$ cat config.mk
export PLATFORM = sky130hd
export DESIGN_NAME = rv32ss_ram
export DESIGN_NICKNAME = d
export VERILOG_FILES = /design/src/hdl/rv32ss_ram.sv
export SDC_FILE = /design/constraint.sdc
export NUM_CORES = 2
export LEC_CHECK = 0
export BUFFER_PORTS_ARGS = -buffer_cell sky130_fd_sc_hd__clkbuf_2
export CELL_PAD_IN_SITES_DETAIL_PLACEMENT = 1
export CELL_PAD_IN_SITES_GLOBAL_PLACEMENT = 1
export CORE_MARGIN = 3
export CORE_UTILIZATION = 53
export CTS_BUF_LIST = sky130_fd_sc_hd__clkbuf_4 sky130_fd_sc_hd__clkbuf_8
export DETAILED_ROUTE_END_ITERATION = 10
export PLACE_DENSITY_LB_ADDON = 0.1
export SLEW_MARGIN = 20
export SYNTH_ARGS = -nofsm -noshare
export SYNTH_HDL_FRONTEND = slang
export SYNTH_SLANG_ARGS = --single-unit
$ cat constraint.sdc
create_clock -name clk -period 2.15 [get_ports clk]
set_input_delay 0.215 -clock clk [delete_from_list [all_inputs] [get_ports clk]]
set_output_delay 0.215 -clock clk [all_outputs]
set_load 0.1 [all_outputs]
$ cat src/hdl/rv32ss_ram.sv
// Generic single write port, single read port RAM with registered read data.
// No dependencies.
module rv32ss_ram #(
  parameter int unsigned WIDTH = 8,
  parameter int unsigned DEPTH = 256
) (
  input  logic                     clk,
  input  logic                     we,
  input  logic [$clog2(DEPTH)-1:0] waddr,
  input  logic [WIDTH-1:0]         wdata,
  input  logic [$clog2(DEPTH)-1:0] raddr,
  output logic [WIDTH-1:0]         rdata
);

  logic [WIDTH-1:0] mem [DEPTH];
  logic [WIDTH-1:0] rdata_r;

  always_ff @(posedge clk) begin
    if (we) begin
      mem[waddr] <= wdata;
    end
    rdata_r <= mem[raddr];
  end

  assign rdata = rdata_r;

endmodule

==> results_dict.tcl <==
set metrics [dict create \
    status "finished with violations" \
    failed_checks "setup timing" \
    finalCriticalPeriod_ns 2.40 \
    grt_pass1_vias 45800 \
    multi_input_area_sq_um 17100 \
    cts_tree "yes" \
    post-route-util 0.638 \
    yosys.area_share.simple 0.0263 \
    critPathBufInv 0 \
    slew_violations 0 \
    ioPinCount 34 \
    grt_max_degree 93 \
    tightest_slew_ns 0.726 \
    peakVddDrop_mv 0.718 \
    die_area_sq_um 155000 \
    period_share 1.12 \
    crit-reg2reg-launch "mem[27][5]$_DFFE_PP_" \
    min_from "we" \
    synth_area_sq_um 79600 \
    antenna_left 0 \
    layout-drive-gt1-share 0.373 \
    drtIter0Drc 5092 \
    crit_path_start "mem[27][5]$_DFFE_PP_" \
    coreArea_sq_um 148000 \
    grtUsageTotal 0.290 \
    syn_inst 3733 \
    initial_core_util 0.536 \
    skew_ns 0.0386 \
    cp_top_family "compound AO/OA/AOI/OAI gates" \
    firstDrtPassIters 5 \
    vias 43000 \
    crit_chain "mux4_2 -> a22o_1 -> a221oi_1 -> o221ai_1 -> a211oi_2 -> nor4_2" \
    dp.final_hpwl_mm 145 \
    yosysSeqAreaShare 0.775 \
    syn_to_final_growth_pct 19.0 \
    worstPathMaxFanout 1 \
    synthesis.nets 3759 \
    synth_cell_types 55 \
    globalplace.congestion 0.895 \
    fmax_ghz 0.416 \
    path_class "reg2reg" \
    cpPeakStageDelay_ns 0.48 \
    synth_flop_cell "edfxtp_1" \
    synth_xor_area_frac 0 \
    place_ws_ns -1.48 \
    startpoint_type "flip-flop" \
    powerDensity_nw_per_um2 869 \
    routed_wl_mm 223 \
    nFillCells 12300 \
    end_kind "flip-flop" \
    critPathSlowestCell "mux4_2" \
    clk_pin_slew_ns 0.06 \
    required_ns 3.02 \
    synth-edff-count 2048 \
    antenna_found_initial 13 \
    finalNonFillerCells 6876 \
    cp.arrival_ns 3.28 \
    fin_ws_ns -0.254 \
    grt_pass1_wl_mm 325 \
    timing.setup.tns_ns -0.826 \
    min_path_type "in2reg" \
    fp-row-count 141 \
    root_buffer "clkbuf_8" \
    clk_path_buf_depth 4 \
    viasPerCell 6.25 \
    r2r_slack_ns -0.25 \
    clock_sink_count 2056 \
    regArea_sq_um 61700 \
    nNetsFinal 4651 \
    io_buffers 33 \
    relSlewSlack 0.516 \
    async_flop_share 0 \
    yosysWarnings 0 \
    synthMuxAreaShare 0.146 \
    hold_viol 0 \
    wl_per_cell_microns 32.4 \
    drc 0 \
    clk_latency_ns 1.01 \
    power_leakage_uw 0.0311 \
    max_cap_viol_count 0 \
    ys_ff_latch 2056 \
    yosys.area_share.adder 0 \
    die_h_microns 393 \
    setup_violations 10 \
    post_cts_buffers 0 \
    fp.dieW_microns 393 \
    cts_made_buffers 341 \
    htreeDepth 5 \
    overflow 0 \
    synth_compound_area_frac 0.0342 \
    rsz0062_at_grt "true" \
    avgSynthCellArea_sq_um 21.3 \
    placed_cells 6268 \
    synth_top_family_by_area "multiplexers" \
]
==> power by group <==
part | internal [uW] | switching [uW]
Sequential | 44200 | 91.6
Combinational | 2030 | 3170
Clock | 17700 | 15100
==> worst min-delay path, cell delays in order <==
cell      delay, ns
clkbuf_2       0.28
nand3_1        0.24
nor2_1         0.09
buf_4          0.19
==> synth_stat cells, types with 3 or more instances <==
cell	number	share of area
nor4_1	24	0.0019
nand3_1	34	0.0021
edfxtp_1	2048	0.77
nor2_1	282	0.013
buf_4	27	0.0025
or2_2	4	0.00031
a211oi_1	16	0.0015
o211ai_1	10	0.00094
buf_2	31	0.0020
nand2_1	33	0.0016
dfxtp_1	8	0.0020
nand2b_1	8	0.00063
and2_1	6	0.00047
buf_1	22	0.0010
mux4_2	454	0.13
o32ai_1	4	0.00044
o21ai_0	10	0.00063
a221oi_1	13	0.0014
buf_8	13	0.0025
a22o_1	8	0.00088
nor2b_1	31	0.0024
mux2i_1	134	0.017
o221ai_1	46	0.0051
nor3_1	22	0.0014
clkbuf_1	111	0.0052
a21oi_1	96	0.0060
a22oi_1	133	0.013
buf_12	8	0.0020
o22ai_1	28	0.0022
o22a_1	5	0.00055
nand4_1	10	0.00079
nor4_2	3	0.00047
buf_6	21	0.0030
==> per-layer routing <==
| metal | track usage | vias to the layer above | wire (microns) |
|---|---|---|---|
| met5 | 0 | - | 46 |
| met4 | 0.0902 | 8 | 6310 |
| met3 | 0.0567 | 401 | 17700 |
| met2 | 0.463 | 1992 | 109000 |
| met1 | 0.409 | 23100 | 89300 |
| li1 | - | 17500 | - |
==> per-stage QoR <==
stage	hold WS (ns)	area [sq um]	total power [uW]
6_report	0.189	94700	82300
5_1_grt	0.147	94700	85100
4_1_cts	0.0352	94400	83000
3_5_place_dp	0.733	87500	50100
3_3_place_gp	0.725	87400	49900
2_1_floorplan	0.314	79600	47400
==> what timing repair did <==
| item | CTS | global route |
|---|---|---|
| setup endpoints to repair | 16 | 16 |
| endpoints found under the hold margin | 1899 | 0 |
| pin swaps | 12 | 30 |
| resized for setup | 80 | 43 |
| hold buffers | 20 | 0 |
==> layout by cell type (no fill, tap or decap), types with 20 or more instances in the layout <==
master,instances
a22oi_1,127
edfxtp_1,2048
o22ai_1,27
nor2b_1,26
dlygate4sd3_1,20
nor2_1,274
buf_12,82
a21oi_1,93
nand2_1,33
nand3_1,34
clkbuf_8,367
o221ai_1,44
clkinv_1,77
mux2i_1,133
clkinv_2,29
clkbuf_4,117
mux4_2,454
buf_4,644
==> flip-flops by register name, indices dropped and copies added, names as in the netlist <==
register / flops
mem: 2048
rdata: 8
==> area by class of cell <==
class / count / area share
diodes: 6 / 0.000159
clock buffers: 468 / 0.0605
clock inverters: 118 / 0.00683
inverters: 2 / 0.0000793
multi-input cells: 1442 / 0.181
flip-flops and latches: 2056 / 0.651
well taps: 2002 / 0.0265
repair buffers: 782 / 0.0742
==> cells by family (layout without fill, tap and decap cells) <==
group           count (synthesis)  in the layout
buf+inv                       235           1370
simple gates                  466            466
compound gates                385            385
mux                           591            591
flops                        2056           2056
other cells                     0              6
==> worst paths after layout <==
path	end	cells past startpoint
worst max register to register	rdata[5]$_DFF_P_	6
worst max-delay path	rdata[5]$_DFF_P_	6
worst min register to register	rdata[3]$_DFF_P_	5
worst min-delay path	mem[216][3]$_DFFE_PP_	4
Note: power is estimated with default switching activity, not from simulation.
