$ cat src/hdl/rv32ss_pkg.sv
// Shared types and constants for the RV32I subset execute step.
// Opcode and funct codes, data memory geometry and the execute result struct.
// No dependencies.
package rv32ss_pkg;

  localparam int unsigned DMEM_BYTES = 65536;
  localparam int unsigned DMEM_AW    = $clog2(DMEM_BYTES);
  localparam int unsigned ROW_AW     = DMEM_AW - 2;
  localparam int unsigned DMEM_ROWS  = DMEM_BYTES / 4;
  localparam logic [ROW_AW-1:0] ROW_LAST = ROW_AW'(DMEM_ROWS - 1);

  localparam logic [31:0] OUT_PORT_ADDR = 32'h0000_5000;

  typedef enum logic [6:0] {
    OPC_LOAD   = 7'h03,
    OPC_OPIMM  = 7'h13,
    OPC_STORE  = 7'h23,
    OPC_OP     = 7'h33,
    OPC_BRANCH = 7'h63,
    OPC_JAL    = 7'h6F
  } opcode_t;

  localparam logic [2:0] F3_ADD  = 3'd0;
  localparam logic [2:0] F3_SLL  = 3'd1;
  localparam logic [2:0] F3_SLT  = 3'd2;
  localparam logic [2:0] F3_SLTU = 3'd3;
  localparam logic [2:0] F3_XOR  = 3'd4;
  localparam logic [2:0] F3_SR   = 3'd5;
  localparam logic [2:0] F3_OR   = 3'd6;
  localparam logic [2:0] F3_AND  = 3'd7;
  localparam logic [2:0] F3_BEQ  = 3'd0;
  localparam logic [2:0] F3_WORD = 3'd2;
  localparam logic [2:0] F3_BYTE = 3'd0;

  localparam logic [6:0] F7_BASE = 7'h00;
  localparam logic [6:0] F7_ALT  = 7'h20;

  typedef struct packed {
    logic [31:0] npc;
    logic        wen;
    logic [31:0] wval;
    logic        load;
    logic        store_w;
    logic        store_b;
    logic [31:0] ea;
    logic        cvalid;
    logic [7:0]  cval;
    logic        halt;
  } exec_t;

endpackage

$ cat src/hdl/rv32ss_exec.sv
// Instruction decode, ALU, branch/jump target and effective address logic.
// Depends on rv32ss_pkg.
module rv32ss_exec (
  input  logic [31:0]        instr,
  input  logic [31:0]        pc,
  input  logic [31:0]        rs1_val,
  input  logic [31:0]        rs2_val,
  output rv32ss_pkg::exec_t  res
);

  always_comb begin
    logic [6:0]  opcode;
    logic [2:0]  f3;
    logic [6:0]  f7;
    logic [4:0]  rd;
    logic [31:0] imm_i;
    logic [31:0] imm_s;
    logic [31:0] imm_b;
    logic [31:0] imm_j;
    logic [31:0] opb;
    logic [4:0]  shamt;
    logic        is_op;
    logic        ok_base;
    logic        alt;
    logic        alu_ok;
    logic [31:0] alu_val;
    logic [31:0] pc4;
    logic        wen_raw;

    opcode = instr[6:0];
    f3     = instr[14:12];
    f7     = instr[31:25];
    rd     = instr[11:7];
    imm_i  = {{20{instr[31]}}, instr[31:20]};
    imm_s  = {{20{instr[31]}}, instr[31:25], instr[11:7]};
    imm_b  = {{19{instr[31]}}, instr[31], instr[7], instr[30:25], instr[11:8], 1'b0};
    imm_j  = {{11{instr[31]}}, instr[31], instr[19:12], instr[20], instr[30:21], 1'b0};
    pc4    = pc + 32'd4;

    is_op   = (opcode == rv32ss_pkg::OPC_OP);
    opb     = is_op ? rs2_val : imm_i;
    shamt   = opb[4:0];
    ok_base = !is_op || (f7 == rv32ss_pkg::F7_BASE);
    alt     = is_op && (f7 == rv32ss_pkg::F7_ALT);

    alu_ok  = ok_base;
    alu_val = '0;
    case (f3)
      rv32ss_pkg::F3_ADD: begin
        alu_ok  = ok_base || alt;
        alu_val = alt ? (rs1_val - opb) : (rs1_val + opb);
      end
      rv32ss_pkg::F3_SLL:  alu_val = rs1_val << shamt;
      rv32ss_pkg::F3_SLT:  alu_val = {31'd0, $signed(rs1_val) < $signed(opb)};
      rv32ss_pkg::F3_SLTU: alu_val = {31'd0, rs1_val < opb};
      rv32ss_pkg::F3_XOR:  alu_val = rs1_val ^ opb;
      rv32ss_pkg::F3_SR: begin
        if (f7 == rv32ss_pkg::F7_BASE) begin
          alu_ok  = 1'b1;
          alu_val = rs1_val >> shamt;
        end else if (f7 == rv32ss_pkg::F7_ALT) begin
          alu_ok  = 1'b1;
          alu_val = 32'($signed(rs1_val) >>> shamt);
        end else begin
          alu_ok  = 1'b0;
        end
      end
      rv32ss_pkg::F3_OR:   alu_val = rs1_val | opb;
      rv32ss_pkg::F3_AND:  alu_val = rs1_val & opb;
      default:             alu_ok  = 1'b0;
    endcase

    wen_raw     = 1'b0;
    res         = '0;
    res.npc     = pc;
    res.ea      = rs1_val + imm_i;
    case (opcode)
      rv32ss_pkg::OPC_OPIMM, rv32ss_pkg::OPC_OP: begin
        wen_raw  = alu_ok;
        res.wval = alu_val;
        res.npc  = pc4;
      end
      rv32ss_pkg::OPC_BRANCH: begin
        if (f3 == rv32ss_pkg::F3_BEQ) begin
          res.npc = (rs1_val == rs2_val) ? (pc + imm_b) : pc4;
        end else begin
          res.halt = 1'b1;
        end
      end
      rv32ss_pkg::OPC_JAL: begin
        wen_raw  = 1'b1;
        res.wval = pc4;
        res.npc  = pc + imm_j;
      end
      rv32ss_pkg::OPC_LOAD: begin
        if (f3 == rv32ss_pkg::F3_WORD) begin
          wen_raw  = 1'b1;
          res.load = 1'b1;
          res.npc  = pc4;
        end else begin
          res.halt = 1'b1;
        end
      end
      rv32ss_pkg::OPC_STORE: begin
        res.ea = rs1_val + imm_s;
        if (f3 == rv32ss_pkg::F3_WORD) begin
          res.store_w = 1'b1;
          res.npc     = pc4;
        end else if (f3 == rv32ss_pkg::F3_BYTE) begin
          if (rs1_val + imm_s == rv32ss_pkg::OUT_PORT_ADDR) begin
            res.cvalid = 1'b1;
            res.cval   = rs2_val[7:0];
          end else begin
            res.store_b = 1'b1;
          end
          res.npc = pc4;
        end else begin
          res.halt = 1'b1;
        end
      end
      default: res.halt = 1'b1;
    endcase

    res.wen = wen_raw && (rd != 5'd0);
    if (!res.wen) begin
      res.wval = '0;
    end
  end

endmodule

$ cat config.mk
export PLATFORM = sky130hd
export DESIGN_NAME = rv32ss_exec
export DESIGN_NICKNAME = d
export VERILOG_FILES = /design/src/hdl/rv32ss_pkg.sv /design/src/hdl/rv32ss_exec.sv
export SDC_FILE = /design/constraint.sdc
export NUM_CORES = 1
export LEC_CHECK = 0
export BUFFER_PORTS_ARGS = -buffer_cell sky130_fd_sc_hd__buf_2
export CELL_PAD_IN_SITES_DETAIL_PLACEMENT = 1
export CELL_PAD_IN_SITES_GLOBAL_PLACEMENT = 1
export CORE_UTILIZATION = 30
export DETAILED_ROUTE_END_ITERATION = 8
export GPL_TIMING_DRIVEN = 0
export PLACE_DENSITY_LB_ADDON = 0.08
export SYNTH_ARGS = -nofsm -noshare
export SYNTH_HDL_FRONTEND = slang
export SYNTH_SLANG_ARGS = --single-unit
$ cat constraint.sdc
create_clock -name vclk -period 5.2
set_input_delay 0.78 -clock vclk [all_inputs]
set_output_delay 0.78 -clock vclk [all_outputs]
set_load 0.02 [all_outputs]
==> results.yml <==
run_status:
  status: "complete, but fails checks"
  failed_checks: "negative setup slack"
power:
  p_leak_nw: 10.0
  power-per-cell-area_nw_per_um2: 125
  irDropWorstVdd_v: 0.0000816
final_layout:
  area_growth_pct: 33.4
  fin_nets: 3521
  ff_latch_area_um2: 0
  fin_cells: 3990
  drive_above_1_share_pct: 27.3
  final_util_pct: 40.5
  seq_cells: 0
  clock_buffers: 0
logic_synthesis:
  synthesis.area_um2: 18300
  synth.top_cells.by_count: "nand2_1, nor2_1, o21ai_0"
  synth.most_common_cell: "nand2_1"
  synthTopCellsByArea: "ha_1, o21ai_0, a21oi_1"
  ys_seq_area_share_pct: 0
  avgSynthCellArea_um2: 6.48
  synth_nets: 3139
  yosysTopAreaCell: "ha_1"
  ys_types: 113
  syn-instance-count: 2822
  yosys_warnings: 0
  synth_top_area_share_pct: 12.6
floorplanning:
  coreArea_um2: 60200
  placementRows: 90
  dieArea_um2: 62000
  boundaryPins: 238
  initial_core_util_pct: 30.4
  die_h_um: 249
  die_w_um: 249
timing:
  slew_headroom_pct: 19.6
  rsz0062_at_grt: "true"
  period_share_pct: 107
  worst_pin_slew_ns: 1.19
  setup_slack_ns: -0.356
  max_freq_mhz: 180
  drv_slew: 0
  setup_viol: 28
  hold_viol_final: 0
  fin_crit_ns: 5.56
global_routing:
  antenna_found_initial: 10
  grt_max_degree: 45
  grt_overflow: 0
  grt_pass1_vias: 25534
  grt_use_total_pct: 40.8
  grt_pass1_wl_um: 187000
setup_path:
  critPathLaunchType: "input port"
  crit_path_max_incr_delay_ns: 0.55
  critical_path_class: "in2out"
  crit_path_max_fanout: 6
  critical_path.top_delay_family: "compound AO/OA/AOI/OAI gates"
  cp.required_ns: 4.42
  crit_path_top_delay_cell: "a221oi_2"
  crit_top_cell: "buf_6"
  arrival_ns: 4.78
  path_cells: "buf_8 > and4bb_1 > buf_6 > buf_6 > nand3_4 > nand2_4 > inv_4 > buf_8 > buf_12 > buf_12 > fa_2 > nor2b_4 > o31a_1 > buf_4 > o21ai_4 > a21o_1 > a21boi_2 > o21ai_1 > a31oi_1 > xnor2_1 > a221oi_2 > a21o_1 > buf_6"
  crit_path_end_kind: "output pin"
  worst-path-buf-inv: 9
routing:
  routed_via_density: 6.56
  wirelength_um: 135000
  first_pass_iters: 5
  via_count: 26190
  ant_nets: 0
  drtIter0Drc: 2489
  wire_per_inst_um: 33.7
  drc: 0
placed_design:
  placed_cells: 3841
  place_congestion: 1.08
  portBuffers: 236
  hpwl_um: 107000
flow_run:
  drv_cap: 0
hold_path:
  hold_class: "in2out"
clock_tree:
  hold_buffers: 0
[power breakdown]
part	switching, mW	internal [mW]
clock network	0	0.0000000104
registers	0	0
logic	1.97	1.08
[logic make-up (layout without fill, tap and decap cells)]
family	after synthesis	in the layout	share of synthesized area, %
compound gates	1121	1121	41.1
xor+xnor	176	176	8.43
fa+ha+maj	189	189	13.1
buf+inv	333	713	8.12
mux	74	74	4.32
other cells	0	6	0
simple gates	929	929	24.9
[worst paths after layout]
kind        from       to  slack [ns]  cells after the start
min   rs2_val[7]   res[8]        1.96                      4
max     instr[3]  res[57]       -0.36                     23
[layer usage]
layer	track usage (%)	up-vias	routed length [um]
li1	-	11315	-
met4	20.3	8	8550
met5	0	-	54
met1	53.5	13090	56400
met2	63.5	1417	58100
met3	7.67	360	11400
[what timing repair did]
item,in CTS,in global routing
cloned,1,2
endpoints found under the setup margin,73,61
setup buffers,90,71
pin swaps,96,127
gates resized for setup,392,197
[layout make-up]
| type | instances | area, um2 |
|---|---|---|
| antenna | 6 | 15.0 |
| buffer | 178 | 1250 |
| fill | 7659 | 35800 |
| inverter | 136 | 552 |
| multi-input combinational | 2489 | 18900 |
| tap | 782 | 978 |
| timing repair buffer | 399 | 2760 |
[metrics by stage]
stage	hold WS (ns)	setup slack [ns]	TNS [ns]	cell area, um2	power, mW
finish	1.96	-0.356	-4.81	24400	3.05
global route	1.96	-0.360	-5.94	24400	3.18
CTS	1.95	-0.319	-2.03	23000	2.76
detailed placement	1.95	-1.91	-59.73	20700	2.49
global placement	1.94	-1.88	-63.96	20700	2.47
floorplan	1.67	-0.00646	-0.00646	18500	1.56
[worst min-delay path, cell delays in order]
cell and delay [ns]:
buf_2 0.15, nand2_1 0.07, nor2_1 0.03, buf_2 0.14
[placed cells by master (no fill, tap or decap), types with 34 or more instances in the layout]
master    instances
mux2i_1          57
nand2_1         235
ha_1            150
buf_4           165
clkbuf_1         69
o21ai_0         217
inv_1           117
xnor2_1          85
a21o_1           94
o21ai_1          54
buf_2           239
o21a_1           34
a211oi_1         53
nand4_1          38
xor2_1           84
nor3_1           44
nand2b_1         44
o211ai_1         49
nand3_1         118
buf_6            41
nor2_1          232
a21oi_1         196
No activity file was read; power rests on OpenSTA's default activity.
